<file path="src/rtl/core/dotq_pkg.sv">
// Shared types, operation codes and constants for the deadline-ordered timer queue.
package dotq_pkg;

    // Field widths fixed by the stream format
    localparam int unsigned FUNC_W   = 3;
    localparam int unsigned TAG_W    = 32;
    localparam int unsigned DELAY_W  = 32;
    localparam int unsigned PERIOD_W = 32;
    localparam int unsigned COUNT_W  = 5;
    localparam int unsigned STATUS_W = 2;
    localparam int unsigned S_DATA_W = 96;
    localparam int unsigned M_DATA_W = 72;

    // Defaults for the top-level parameters
    localparam int unsigned DEF_TABLE_DEPTH = 16;
    localparam int unsigned DEF_TIME_WIDTH  = 48;

    // Most jobs fired by one tick
    localparam int unsigned MAX_FIRE = 16;

    // Function codes on the input stream
    localparam logic [FUNC_W-1:0] FUNC_ADD  = 3'd0;
    localparam logic [FUNC_W-1:0] FUNC_DEL  = 3'd1;
    localparam logic [FUNC_W-1:0] FUNC_ADV  = 3'd2;
    localparam logic [FUNC_W-1:0] FUNC_TICK = 3'd3;
    localparam logic [FUNC_W-1:0] FUNC_DONE = 3'd4;

    // Internal operation codes after classification
    localparam logic [2:0] OP_ADD  = 3'd0;
    localparam logic [2:0] OP_DEL  = 3'd1;
    localparam logic [2:0] OP_ADV  = 3'd2;
    localparam logic [2:0] OP_TICK = 3'd3;
    localparam logic [2:0] OP_DONE = 3'd4;
    localparam logic [2:0] OP_NOP  = 3'd5;

    // Result status codes
    localparam logic [STATUS_W-1:0] ST_OK      = 2'd0;
    localparam logic [STATUS_W-1:0] ST_FULL    = 2'd1;
    localparam logic [STATUS_W-1:0] ST_RUNNING = 2'd2;

    // Classified command passed from front to back
    typedef struct packed {
        logic [2:0]          op;
        logic [TAG_W-1:0]    tag;
        logic [DELAY_W-1:0]  dly;
        logic [PERIOD_W-1:0] per;
    } t_cmd;

endpackage

</file>
<file path="src/rtl/core/dotq_front.sv">
// Front end: accepts input words, classifies the function and queues commands.
module dotq_front (
    input  logic                               i_clk,
    input  logic                               i_rst_n,
    input  logic                               i_s_tvalid,
    output logic                               o_s_tready,
    input  logic [dotq_pkg::S_DATA_W-1:0]      i_s_tdata,
    input  logic [dotq_pkg::FUNC_W-1:0]        i_s_tuser,
    output logic                               o_cmd_valid,
    output dotq_pkg::t_cmd                     o_cmd,
    input  logic                               i_cmd_pop
);

    dotq_pkg::t_cmd r_q [2];
    logic           r_wr;
    logic           r_rd;
    logic [1:0]     r_cnt;
    logic [1:0]     n_cnt;
    logic           s_push;
    dotq_pkg::t_cmd s_new;
    logic [2:0]     s_op;

    // Classify the function code
    always_comb begin
        case (i_s_tuser)
            dotq_pkg::FUNC_ADD:  s_op = dotq_pkg::OP_ADD;
            dotq_pkg::FUNC_DEL:  s_op = dotq_pkg::OP_DEL;
            dotq_pkg::FUNC_ADV:  s_op = dotq_pkg::OP_ADV;
            dotq_pkg::FUNC_TICK: s_op = dotq_pkg::OP_TICK;
            dotq_pkg::FUNC_DONE: s_op = dotq_pkg::OP_DONE;
            default:             s_op = dotq_pkg::OP_NOP;
        endcase
    end

    assign s_new.op  = s_op;
    assign s_new.tag = i_s_tdata[31:0];
    assign s_new.dly = i_s_tdata[63:32];
    assign s_new.per = i_s_tdata[95:64];

    assign o_s_tready  = (r_cnt != 2'd2);
    assign s_push      = i_s_tvalid && o_s_tready;
    assign o_cmd_valid = (r_cnt != 2'd0);
    assign o_cmd       = r_q[r_rd];

    always_comb begin
        n_cnt = r_cnt;
        if (s_push && !i_cmd_pop) begin
            n_cnt = r_cnt + 2'd1;
        end else if (!s_push && i_cmd_pop) begin
            n_cnt = r_cnt - 2'd1;
        end
    end

    // Hold the two-entry command queue
    always_ff @(posedge i_clk) begin
        if (!i_rst_n) begin
            r_wr  <= 1'b0;
            r_rd  <= 1'b0;
            r_cnt <= 2'd0;
        end else begin
            r_cnt <= n_cnt;
            if (s_push) begin
                r_wr <= ~r_wr;
            end
            if (i_cmd_pop) begin
                r_rd <= ~r_rd;
            end
        end
    end

    always_ff @(posedge i_clk) begin
        if (s_push) begin
            r_q[r_wr] <= s_new;
        end
    end

endmodule

</file>
<file path="src/rtl/core/dotq_engine.sv">
// Back end: walks the sorted timer list and free list, produces result words.
module dotq_engine #(
    parameter int unsigned TABLE_DEPTH = dotq_pkg::DEF_TABLE_DEPTH,
    parameter int unsigned TIME_WIDTH  = dotq_pkg::DEF_TIME_WIDTH
) (
    input  logic                               i_clk,
    input  logic                               i_rst_n,
    input  logic                               i_cmd_valid,
    input  dotq_pkg::t_cmd                     i_cmd,
    output logic                               o_cmd_pop,
    output logic                               o_m_tvalid,
    input  logic                               i_m_tready,
    output logic [dotq_pkg::M_DATA_W-1:0]      o_m_tdata,
    output logic                               o_m_tuser,
    output logic                               o_m_tlast
);

    localparam int unsigned IDX_W = (TABLE_DEPTH > 1) ? $clog2(TABLE_DEPTH) : 1;
    localparam int unsigned PTR_W = IDX_W + 1;
    localparam logic [PTR_W-1:0] NIL = '1;
    localparam int unsigned NF_W = $clog2(dotq_pkg::MAX_FIRE + 1);

    localparam logic [3:0] S_IDLE      = 4'd0;
    localparam logic [3:0] S_INS_START = 4'd1;
    localparam logic [3:0] S_INS_CHK   = 4'd2;
    localparam logic [3:0] S_INS_CMP   = 4'd3;
    localparam logic [3:0] S_INS_FREE  = 4'd4;
    localparam logic [3:0] S_INS_POP   = 4'd5;
    localparam logic [3:0] S_INS_LNK   = 4'd6;
    localparam logic [3:0] S_REM_CHK   = 4'd7;
    localparam logic [3:0] S_REM_CMP   = 4'd8;
    localparam logic [3:0] S_REM_LNK   = 4'd9;
    localparam logic [3:0] S_FIRE_CHK  = 4'd10;
    localparam logic [3:0] S_FIRE_CMP  = 4'd11;
    localparam logic [3:0] S_EMIT      = 4'd12;

    // Entry memories
    logic [31:0]           m_tag  [TABLE_DEPTH];
    logic [31:0]           m_per  [TABLE_DEPTH];
    logic [TIME_WIDTH-1:0] m_dl   [TABLE_DEPTH];
    logic [PTR_W-1:0]      m_lnk  [TABLE_DEPTH];
    logic [TABLE_DEPTH-1:0] r_lv;

    logic [31:0]           r_tag_q;
    logic [31:0]           r_per_q;
    logic [TIME_WIDTH-1:0] r_dl_q;
    logic [PTR_W-1:0]      r_lnk_q;
    logic                  r_lv_q;
    logic [IDX_W-1:0]      r_ra_q;
    logic [PTR_W-1:0]      s_link;

    // Control state
    logic [3:0]            r_st, n_st;
    logic [2:0]            r_op;
    logic [PTR_W-1:0]      r_used, n_used;
    logic [PTR_W-1:0]      r_free, n_free;
    logic [PTR_W-1:0]      r_cur, n_cur;
    logic [PTR_W-1:0]      r_prev, n_prev;
    logic [PTR_W-1:0]      r_aux, n_aux;
    logic [TIME_WIDTH-1:0] r_time, n_time;
    logic [TIME_WIDTH-1:0] r_idl, n_idl;
    logic [31:0]           r_itag, n_itag;
    logic [31:0]           r_iper, n_iper;
    logic [dotq_pkg::COUNT_W-1:0]  r_cnt, n_cnt;
    logic [dotq_pkg::STATUS_W-1:0] r_rst_code, n_rst_code;
    logic [NF_W-1:0]       r_nfire, n_nfire;
    logic                  r_pend_v, n_pend_v;
    logic [31:0]           r_pend_tag, n_pend_tag;
    logic [31:0]           r_pend_per, n_pend_per;
    logic                  r_run_v, n_run_v;
    logic [31:0]           r_run_tag, n_run_tag;
    logic [31:0]           r_run_per, n_run_per;
    logic                  n_op_load;

    // Read and write ports
    logic [IDX_W-1:0]      s_ra;
    logic                  s_ew;
    logic [IDX_W-1:0]      s_ewa;
    logic                  s_lw;
    logic [IDX_W-1:0]      s_lwa;
    logic [PTR_W-1:0]      s_lwd;

    // Output register
    logic                  r_ovld;
    logic                  s_ofree;
    logic                  n_oload;
    logic                  n_ofired;
    logic [31:0]           n_otag;
    logic [31:0]           n_oper;
    logic [dotq_pkg::COUNT_W-1:0]  n_ocnt;
    logic [dotq_pkg::STATUS_W-1:0] n_ost;
    logic                  n_olast;

    logic s_match;
    logic s_run_match;

    assign s_ofree = !r_ovld || i_m_tready;
    assign s_link  = r_lv_q ? r_lnk_q :
                     ((r_ra_q == '0) ? NIL : {1'b0, r_ra_q - IDX_W'(1)});
    assign s_match = (r_tag_q == r_itag) && (r_per_q == r_iper);
    assign s_run_match = r_run_v && (r_run_tag == r_itag) && (r_run_per == r_iper);

    always_comb begin
        n_st = r_st;  n_op_load = 1'b0;
        n_used = r_used;  n_free = r_free;  n_cur = r_cur;  n_prev = r_prev;
        n_aux = r_aux;  n_time = r_time;  n_idl = r_idl;
        n_itag = r_itag;  n_iper = r_iper;  n_cnt = r_cnt;  n_rst_code = r_rst_code;
        n_nfire = r_nfire;  n_pend_v = r_pend_v;
        n_pend_tag = r_pend_tag;  n_pend_per = r_pend_per;
        n_run_v = r_run_v;  n_run_tag = r_run_tag;  n_run_per = r_run_per;
        s_ra = r_used[IDX_W-1:0];
        s_ew = 1'b0;  s_ewa = r_free[IDX_W-1:0];
        s_lw = 1'b0;  s_lwa = r_cur[IDX_W-1:0];  s_lwd = r_cur;
        n_oload = 1'b0;  n_ofired = 1'b0;  n_otag = '0;  n_oper = '0;
        n_ocnt = '0;  n_ost = dotq_pkg::ST_OK;  n_olast = 1'b1;
        o_cmd_pop = 1'b0;

        case (r_st)
            // Take the next command and dispatch it
            S_IDLE: begin
                if (i_cmd_valid) begin
                    o_cmd_pop  = 1'b1;
                    n_op_load  = 1'b1;
                    n_itag     = i_cmd.tag;
                    n_iper     = i_cmd.per;
                    n_cnt      = '0;
                    n_rst_code = dotq_pkg::ST_OK;
                    n_nfire    = '0;
                    n_prev     = NIL;
                    n_cur      = r_used;
                    case (i_cmd.op)
                        dotq_pkg::OP_ADD: begin
                            n_idl = r_time + TIME_WIDTH'(i_cmd.dly);
                            n_st  = S_INS_START;
                        end
                        dotq_pkg::OP_DEL, dotq_pkg::OP_ADV: n_st = S_REM_CHK;
                        dotq_pkg::OP_TICK: begin
                            n_time = r_time + TIME_WIDTH'(1);
                            n_st   = S_FIRE_CHK;
                        end
                        dotq_pkg::OP_DONE: begin
                            n_run_v = 1'b0;
                            n_st    = S_EMIT;
                        end
                        default: n_st = S_EMIT;
                    endcase
                end
            end
            // Insert: check for a free slot
            S_INS_START: begin
                if (r_free == NIL) begin
                    n_rst_code = dotq_pkg::ST_FULL;
                    n_st = S_EMIT;
                end else begin
                    n_prev = NIL;
                    n_cur  = r_used;
                    n_st   = S_INS_CHK;
                end
            end
            S_INS_CHK: begin
                s_ra = r_cur[IDX_W-1:0];
                n_st = (r_cur == NIL) ? S_INS_FREE : S_INS_CMP;
            end
            // Advance past entries with an earlier deadline
            S_INS_CMP: begin
                if (r_idl > r_dl_q) begin
                    n_prev = r_cur;
                    n_cur  = s_link;
                    n_st   = S_INS_CHK;
                end else begin
                    n_st = S_INS_FREE;
                end
            end
            S_INS_FREE: begin
                s_ra = r_free[IDX_W-1:0];
                n_st = S_INS_POP;
            end
            // Pop the free slot and fill it
            S_INS_POP: begin
                n_aux  = r_free;
                n_free = s_link;
                s_ew   = 1'b1;
                s_ewa  = r_free[IDX_W-1:0];
                s_lw   = 1'b1;
                s_lwa  = r_free[IDX_W-1:0];
                s_lwd  = r_cur;
                if (r_prev != NIL) begin
                    n_st = S_INS_LNK;
                end else begin
                    n_used = r_free;
                    n_st   = (r_op == dotq_pkg::OP_TICK) ? S_FIRE_CHK : S_EMIT;
                end
            end
            S_INS_LNK: begin
                s_lw  = 1'b1;
                s_lwa = r_prev[IDX_W-1:0];
                s_lwd = r_aux;
                n_st  = (r_op == dotq_pkg::OP_TICK) ? S_FIRE_CHK : S_EMIT;
            end
            // Remove: walk the list
            S_REM_CHK: begin
                s_ra = r_cur[IDX_W-1:0];
                if (r_cur != NIL) begin
                    n_st = S_REM_CMP;
                end else if (r_op == dotq_pkg::OP_ADV) begin
                    if (r_cnt == '0 && s_run_match) begin
                        n_rst_code = dotq_pkg::ST_RUNNING;
                        n_st = S_EMIT;
                    end else begin
                        n_idl = r_time;
                        n_st  = S_INS_START;
                    end
                end else begin
                    n_st = S_EMIT;
                end
            end
            S_REM_CMP: begin
                if (s_match) begin
                    s_lw   = 1'b1;
                    s_lwa  = r_cur[IDX_W-1:0];
                    s_lwd  = r_free;
                    n_free = r_cur;
                    if (r_cnt != '1) begin
                        n_cnt = r_cnt + dotq_pkg::COUNT_W'(1);
                    end
                    n_aux = s_link;
                    n_cur = s_link;
                    if (r_prev != NIL) begin
                        n_st = S_REM_LNK;
                    end else begin
                        n_used = s_link;
                        n_st   = S_REM_CHK;
                    end
                end else begin
                    n_prev = r_cur;
                    n_cur  = s_link;
                    n_st   = S_REM_CHK;
                end
            end
            // Unlink the removed entry from its predecessor
            S_REM_LNK: begin
                s_lw  = 1'b1;
                s_lwa = r_prev[IDX_W-1:0];
                s_lwd = r_aux;
                s_ra  = r_aux[IDX_W-1:0];
                n_st  = S_REM_CHK;
            end
            // Fire: look at the head entry
            S_FIRE_CHK: begin
                s_ra = r_used[IDX_W-1:0];
                if (r_nfire == NF_W'(dotq_pkg::MAX_FIRE) || r_used == NIL) begin
                    n_st = S_EMIT;
                end else begin
                    n_st = S_FIRE_CMP;
                end
            end
            S_FIRE_CMP: begin
                s_ra = r_used[IDX_W-1:0];
                if (r_dl_q > r_time) begin
                    n_st = S_EMIT;
                end else if (!r_pend_v || s_ofree) begin
                    // Send the previous fired job, not the last one
                    if (r_pend_v) begin
                        n_oload  = 1'b1;
                        n_ofired = 1'b1;
                        n_otag   = r_pend_tag;
                        n_oper   = r_pend_per;
                        n_olast  = 1'b0;
                    end
                    n_pend_v   = 1'b1;
                    n_pend_tag = r_tag_q;
                    n_pend_per = r_per_q;
                    n_run_v    = 1'b1;
                    n_run_tag  = r_tag_q;
                    n_run_per  = r_per_q;
                    n_nfire    = r_nfire + NF_W'(1);
                    n_used     = s_link;
                    s_lw       = 1'b1;
                    s_lwa      = r_used[IDX_W-1:0];
                    s_lwd      = r_free;
                    n_free     = r_used;
                    if (r_per_q != '0) begin
                        n_itag = r_tag_q;
                        n_iper = r_per_q;
                        n_idl  = r_time + TIME_WIDTH'(r_per_q);
                        n_st   = S_INS_START;
                    end else begin
                        n_st = S_FIRE_CHK;
                    end
                end
            end
            // Deliver the final result word
            S_EMIT: begin
                if (s_ofree) begin
                    n_oload  = 1'b1;
                    n_ofired = r_pend_v;
                    n_otag   = r_pend_v ? r_pend_tag : '0;
                    n_oper   = r_pend_v ? r_pend_per : '0;
                    n_ocnt   = r_cnt;
                    n_ost    = r_rst_code;
                    n_olast  = 1'b1;
                    n_pend_v = 1'b0;
                    n_st     = S_IDLE;
                end
            end
            default: n_st = S_IDLE;
        endcase
    end

    // Advance control state
    always_ff @(posedge i_clk) begin
        if (!i_rst_n) begin
            r_st     <= S_IDLE;
            r_used   <= NIL;
            r_free   <= PTR_W'(TABLE_DEPTH - 1);
            r_time   <= '0;
            r_run_v  <= 1'b0;
            r_run_tag <= '0;
            r_run_per <= '0;
            r_pend_v <= 1'b0;
            r_nfire  <= '0;
            r_lv     <= '0;
            r_ovld   <= 1'b0;
            r_op     <= dotq_pkg::OP_NOP;
        end else begin
            r_st      <= n_st;
            r_used    <= n_used;
            r_free    <= n_free;
            r_time    <= n_time;
            r_run_v   <= n_run_v;
            r_run_tag <= n_run_tag;
            r_run_per <= n_run_per;
            r_pend_v  <= n_pend_v;
            r_nfire   <= n_nfire;
            if (n_op_load) begin
                r_op <= i_cmd.op;
            end
            if (s_lw) begin
                r_lv[s_lwa] <= 1'b1;
            end
            if (n_oload) begin
                r_ovld <= 1'b1;
            end else if (i_m_tready) begin
                r_ovld <= 1'b0;
            end
        end
    end

    // Hold walk and result payload
    always_ff @(posedge i_clk) begin
        r_cur      <= n_cur;
        r_prev     <= n_prev;
        r_aux      <= n_aux;
        r_idl      <= n_idl;
        r_itag     <= n_itag;
        r_iper     <= n_iper;
        r_cnt      <= n_cnt;
        r_rst_code <= n_rst_code;
        r_pend_tag <= n_pend_tag;
        r_pend_per <= n_pend_per;
        if (n_oload) begin
            o_m_tuser <= n_ofired;
            o_m_tlast <= n_olast;
            o_m_tdata <= {1'b0, n_ost, n_ocnt, n_oper, n_otag};
        end
    end

    // Entry memories with registered read
    always_ff @(posedge i_clk) begin
        if (s_ew) begin
            m_tag[s_ewa] <= r_itag;
            m_per[s_ewa] <= r_iper;
            m_dl[s_ewa]  <= r_idl;
        end
        if (s_lw) begin
            m_lnk[s_lwa] <= s_lwd;
        end
        r_tag_q <= m_tag[s_ra];
        r_per_q <= m_per[s_ra];
        r_dl_q  <= m_dl[s_ra];
        r_lnk_q <= m_lnk[s_ra];
        r_lv_q  <= r_lv[s_ra];
        r_ra_q  <= s_ra;
    end

    assign o_m_tvalid = r_ovld;

    // Every slot is on exactly one list, so both lists cannot be empty
    a_heads: assert property (@(posedge i_clk) disable iff (!i_rst_n)
        !(r_used == NIL && r_free == NIL))
        else $error("used and free lists both empty");

    // A tick never fires more than the per-tick limit
    a_nfire: assert property (@(posedge i_clk) disable iff (!i_rst_n)
        r_nfire <= NF_W'(dotq_pkg::MAX_FIRE))
        else $error("fire count over limit");

    // No fired job is left pending once back in idle
    a_pend: assert property (@(posedge i_clk) disable iff (!i_rst_n)
        (r_st == S_IDLE) |-> !r_pend_v)
        else $error("pending fired job in idle");

    // A result is never loaded over a stalled one
    a_oload: assert property (@(posedge i_clk) disable iff (!i_rst_n)
        (r_ovld && !i_m_tready) |=> $stable(o_m_tdata))
        else $error("output overwritten while stalled");

endmodule

</file>
<file path="src/rtl/core/deadline_ordered_timer_queue.sv">
// Top level of the deadline-ordered timer queue: front end, command queue and list engine.
//
// Input channel (s): one word per command; tuser holds the function (add, delete,
// advance, tick, running job done), tdata holds job tag, delay and repeat period.
// Output channel (m): result words; tuser flags a fired job, tlast marks the final
// word of a command. Every command gives one word; a tick that fires gives one word
// per fired job. Commands go into a two-entry queue, so the input keeps taking
// words while the engine works or the output stalls, until the queue is full.
// Sequencing: the engine handles one command at a time, taken when it leaves the queue;
// each list step reads the entry memory. Add walks the list to its place (or stops at
// once when the table is full), delete walks the whole list, advance is a delete plus
// an add; done and unknown functions walk no list. A tick walks the fired jobs, at
// most 16, plus an insert walk per periodic job.
// Reset: synchronous, active low; empties the list, puts every slot on the free list,
// clears time and the running job. No sweep is needed after reset.
// Stall: when the output is not taken the engine holds and the queue fills, then
// the input deasserts tready.
module deadline_ordered_timer_queue #(
    parameter int unsigned TABLE_DEPTH = dotq_pkg::DEF_TABLE_DEPTH,
    parameter int unsigned TIME_WIDTH  = dotq_pkg::DEF_TIME_WIDTH
) (
    input  logic                               i_clk,
    input  logic                               i_rst_n,
    input  logic                               i_s_tvalid,
    output logic                               o_s_tready,
    // [31:0] job_tag, [63:32] delay, [95:64] repeat_period
    input  logic [dotq_pkg::S_DATA_W-1:0]      i_s_tdata,
    // [2:0] func
    input  logic [dotq_pkg::FUNC_W-1:0]        i_s_tuser,
    output logic                               o_m_tvalid,
    input  logic                               i_m_tready,
    // [31:0] fired_tag, [63:32] fired_period, [68:64] removed_count, [70:69] status
    output logic [dotq_pkg::M_DATA_W-1:0]      o_m_tdata,
    // [0] fired
    output logic                               o_m_tuser,
    output logic                               o_m_tlast
);

    logic           s_cmd_valid;
    logic           s_cmd_pop;
    dotq_pkg::t_cmd s_cmd;

    dotq_front u_front (
        .i_clk       (i_clk),
        .i_rst_n     (i_rst_n),
        .i_s_tvalid  (i_s_tvalid),
        .o_s_tready  (o_s_tready),
        .i_s_tdata   (i_s_tdata),
        .i_s_tuser   (i_s_tuser),
        .o_cmd_valid (s_cmd_valid),
        .o_cmd       (s_cmd),
        .i_cmd_pop   (s_cmd_pop)
    );

    dotq_engine #(
        .TABLE_DEPTH (TABLE_DEPTH),
        .TIME_WIDTH  (TIME_WIDTH)
    ) u_engine (
        .i_clk       (i_clk),
        .i_rst_n     (i_rst_n),
        .i_cmd_valid (s_cmd_valid),
        .i_cmd       (s_cmd),
        .o_cmd_pop   (s_cmd_pop),
        .o_m_tvalid  (o_m_tvalid),
        .i_m_tready  (i_m_tready),
        .o_m_tdata   (o_m_tdata),
        .o_m_tuser   (o_m_tuser),
        .o_m_tlast   (o_m_tlast)
    );

endmodule
</file>
<file path="config.mk">
export PLATFORM = sky130hd
export DESIGN_NAME = deadline_ordered_timer_queue
export DESIGN_NICKNAME = d
export VERILOG_FILES = /design/src/rtl/core/dotq_pkg.sv /design/src/rtl/core/dotq_front.sv /design/src/rtl/core/dotq_engine.sv /design/src/rtl/core/deadline_ordered_timer_queue.sv
export SDC_FILE = /design/constraint.sdc
export NUM_CORES = 2
export LEC_CHECK = 0
export ABC_AREA = 1
export BUFFER_PORTS_ARGS = -buffer_cell sky130_fd_sc_hd__buf_2
export CORE_UTILIZATION = 25
export CTS_CLUSTER_SIZE = 24
export DETAILED_ROUTE_END_ITERATION = 8
export HOLD_SLACK_MARGIN = 0.08
export PLACE_DENSITY = 0.37
export SLEW_MARGIN = 0
export SYNTH_ARGS = -nofsm -noshare
export SYNTH_HDL_FRONTEND = slang
export SYNTH_SLANG_ARGS = --single-unit
export TNS_END_PERCENT = 100
</file>
<file path="constraint.sdc">
create_clock -name i_clk -period 23.7 [get_ports i_clk]
set_input_delay 4.74 -clock i_clk [delete_from_list [all_inputs] [get_ports i_clk]]
set_output_delay 4.74 -clock i_clk [all_outputs]
set_load 0.005 [all_outputs]
</file>
==> key figures <==
Run status
  • Status: finished clean

Worst setup path
  • Reg2Reg Capture Point: u_engine.r_dl_q[43]
  • Launching point of the worst reg2reg path: u_engine.r_st[1]
  • Crit. End Element: flip-flop
  • Crit path max fanout: 53
  • CP Launch Type: input port
  • WP data arrival: 7.66 ns
  • Worst Reg-to-Reg Cells: 17
  • FF-to-FF setup slack: about 17 ns
  • CP required: around 24 ns
  • Critical path class: input port to flip-flop

Floorplan
  • Core ar.: around 430,000 um^2
  • Chip height: 659 um
  • Initial core utilization: approximately a quarter
  • Die W: 659 um
  • Die area: ~430,000 um^2
  • Rows: 241
  • Ports: between 150 and 200

GRT
  • Met3 Use GR: 2.41%
  • Grt peak-use layer: met2
  • Met1 Usage GRT: between 20% and 30%
  • First-pass GRT wire length: about 540,000 um
  • Total grt overflow: 0
  • M2 GR Usage: between 20 and 30%
  • Total GRT Usage: between 15 and 20%
  • Antenna violations before repair: 55
  • Number of global-route vias before repair: 68,803
  • Largest net degree at the start of global routing: between 150 and 200

Clock network
  • Setup Buffers After CTS: 0
  • Clk pin slew, worst setup/hold paths: about 0.06 ns
  • # clock sinks: 2,621
  • Clk Latency, worst-skew pair: roughly 0.93 ns
  • H-tree lvl count: 5
  • Post-CTS Hold Fix Bufs: 0
  • Clk root buf: clkbuf_16
  • CTS tree: yes
  • CTS buffer count: just under 300
  • Clk buf depth: 4
  • CTS resizes: 0

Synth
  • Area share of xor/xnor cells in the synthesized design: less than 1%
  • Post-synthesis sequential area ratio: between 70 and 80%
  • Cells after Synth: around 8,600
  • Largest family of logic cells by synthesized area: compound AO/OA/AOI/OAI gates
  • Ys Warns: 0
  • Multiplexer area fraction after synthesis: 0%
  • Compound-Gate Fraction of Synth Area: between 10 and 15%
  • Syn Nets: 8,872
  • Register bit count reported by yosys: between 2,000 and 3,000
  • Synth async-reset ratio: 0%
  • Adder-cell share of the synthesized area: under 10%
  • Post-Synth Simple-Gate Area: a little over a tenth
  • Netlist cell types: between 50 and 60
  • Syn avg cell area: about 13 um^2
  • Top FF cell, synth: edfxtp_1
  • EDFF count, synth: ~2,300
  • Cell area after synthesis: around 110,000 um^2

Power
  • Static leakage: between 40 and 50 nW
  • Clock share of power: between 20% and 30%
  • Worst VDD drop: approximately 0.20 mV
  • Pint: between 10 and 15 mW
  • Comb power frac: a little over a third
  • Switching Share: 40.7%
  • Psw: 7.23 mW
  • Pwr Density: 142 nW/um^2
  • Seq pwr share: just under 40%

Routing
  • Routed vias: 69,751
  • DRC violations left: 0
  • Drt total wl: ~380,000 um
  • Vias per cell: between 4 and 5
  • DR pass1 iterations: 6
  • Drt initial violations: 5,652
  • Final ANT Viol Nets: 0
  • WL per Instance: 25.9 um

Hold path
  • Start point of the worst hold path: u_front.r_rd
  • Worst min-delay path category: flip-flop to flip-flop
  • Hold Path Stages: 1

STA
  • Post-layout min period: 7.05 ns
  • Slew Limit Fails: 0
  • Tcrit/Tclk final: between 20% and 30%
  • Slew @ Worst Pin: ~1.2 ns
  • Max Freq: 142 MHz
  • Hold Fails Final Rpt: 0
  • RSZ-0062 raised after global routing: no
  • Layout Skew: around 0.065 ns
  • Final worst slack: between 15 and 20 ns
  • Max-slew headroom: 16.7%
  • Fin Setup TNS: 0 ns
  • Setup violations, final: 0

Cells and area
  • Commonest non-fill, non-tap cells in the layout: edfxtp_1 (2,341), o211ai_1 (925), nand2_1 (855), nor2_1 (808), o21ai_1 (468)
  • Design area: 125,000 um^2
  • Proportion of layout cells with a drive suffix above 1: between 10% and 20%
  • Area Growth Syn to Fin: 15.8%
  • Non-Filler Instances: around 15,000
  • Commonest non-fill, non-tap cell in the layout: edfxtp_1
  • Nets@finish: 8,987

Placement
  • DP HPWL: 210,000 um
  • Input/output buffers: roughly 180
  • Placed cell count: around 14,000
  • Area after DPL: 115,000 um^2
  • Setup WS pre-CTS: between 15 and 20 ns
  • Routability cong.: 0.863

Run
  • Max Cap Violations: 0
[power groups by stage]
stage	Sequential, mW	Combinational, mW	Clock, mW
finish	6.86	6.26	4.62
global route	6.93	6.93	4.91
floorplan	6.50	4.13	0
detailed placement	6.96	6.36	0
CTS	6.87	6.38	4.75
global placement	6.95	6.32	0
[per-stage QoR]
stage	hold WS (ns)	util (%)	total power, mW
floorplan	0.426	-	10.6
global placement	0.430	26.8	13.3
detailed placement	0.439	26.8	13.3
CTS	0.450	29.0	18.0
global route	0.470	29.0	18.8
finish	0.452	29.1	17.7
[layer usage]
layer / share of wire [%] / wire, um
met3: 4.6 / 17600
met4: 1.8 / 6700
met1: 49 / 185000
met5: 0.027 / 104
met2: 45 / 171000
[how the worst max path moves through the flow]
stage | cells after the start | to | slack, ns | from
final | 11 | u_engine.o_m_tdata[9] | 16.65 | i_m_tready
after global placement | 11 | u_engine.o_m_tdata[15] | 15.81 | i_m_tready
after detailed placement | 11 | u_engine.o_m_tdata[8] | 15.70 | i_m_tready
after CTS | 11 | u_engine.o_m_tdata[8] | 16.71 | i_m_tready
after floorplan | 6 | u_engine.m_dl[1][0] | 11.32 | u_engine.r_st[2]
after global routing | 11 | u_engine.o_m_tdata[12] | 16.45 | i_m_tready
[sequential cells by signal (all words and copies together) (netlist names), 48 cells and up, named ones only]
register	cells
u_engine.m_dl	768
u_engine.m_per	512
u_engine.m_lnk	80
u_front.r_q	198
u_engine.o_m_tdata	71
u_engine.r_dl_q	48
u_engine.m_tag	512
u_engine.r_idl	48
u_engine.r_time	48
[synthesized netlist by cell type (10+ instances only)]
cell type     n  area [um^2]
xor2_1       72          631
o21ai_0     379         1900
a31o_2       18          158
nor3b_1      69          518
buf_2       155          776
nand3_1     194          971
a31oi_1      40          250
or2_0        56          350
nor3_1       58          290
o22ai_1      55          344
or2_2       184         1150
clkbuf_1    290         1090
inv_1       471         1770
xnor2_1      28          245
nor2_1      821         3080
edfxtp_1   2341        70300
ha_1        136         1700
buf_1        16         60.1
inv_2        15         56.3
o21a_1       10         75.1
nand2_1     856         3210
nand4_1      43          269
o211ai_1    925         6940
nor2_2       11         68.8
buf_4        27          203
a21oi_1     268         1340
or2_1       217         1360
o21ai_1     466         2330
dfxtp_1     280         5610
o31ai_1      14          105
nor4_1       34          213
[area by class of cell]
cell class,count,area (um^2)
fill,43802,305000
sequential,2621,75900
multi-input combinational,5021,28300
clock buffer,397,8210
tap,5710,7140
timing repair buffer,314,2180
inverter,494,1900
clock inverter,138,1410
antenna,9,22.5
[cells by family (layout without fill, tap and decap cells)]
kind of cell / count (synthesis) / count (layout)
buf+inv: 990 / 1343
other cells: 1 / 10
fa+ha+maj: 137 / 137
xor+xnor: 100 / 100
flops: 2621 / 2621
simple gates: 2564 / 2564
compound gates: 2219 / 2219
[worst max-delay path: stages]
cell and delay (ns):
buf_2 0.13, nor2_1 0.20, inv_1 0.11, nor2_1 0.45, inv_1 0.20, nand3_4 0.12
buf_4 0.42, nand2_1 0.13, clkinv_2 0.17, buf_4 0.60, nor3b_1 0.14
Note: power is estimated with default switching activity, not from simulation.
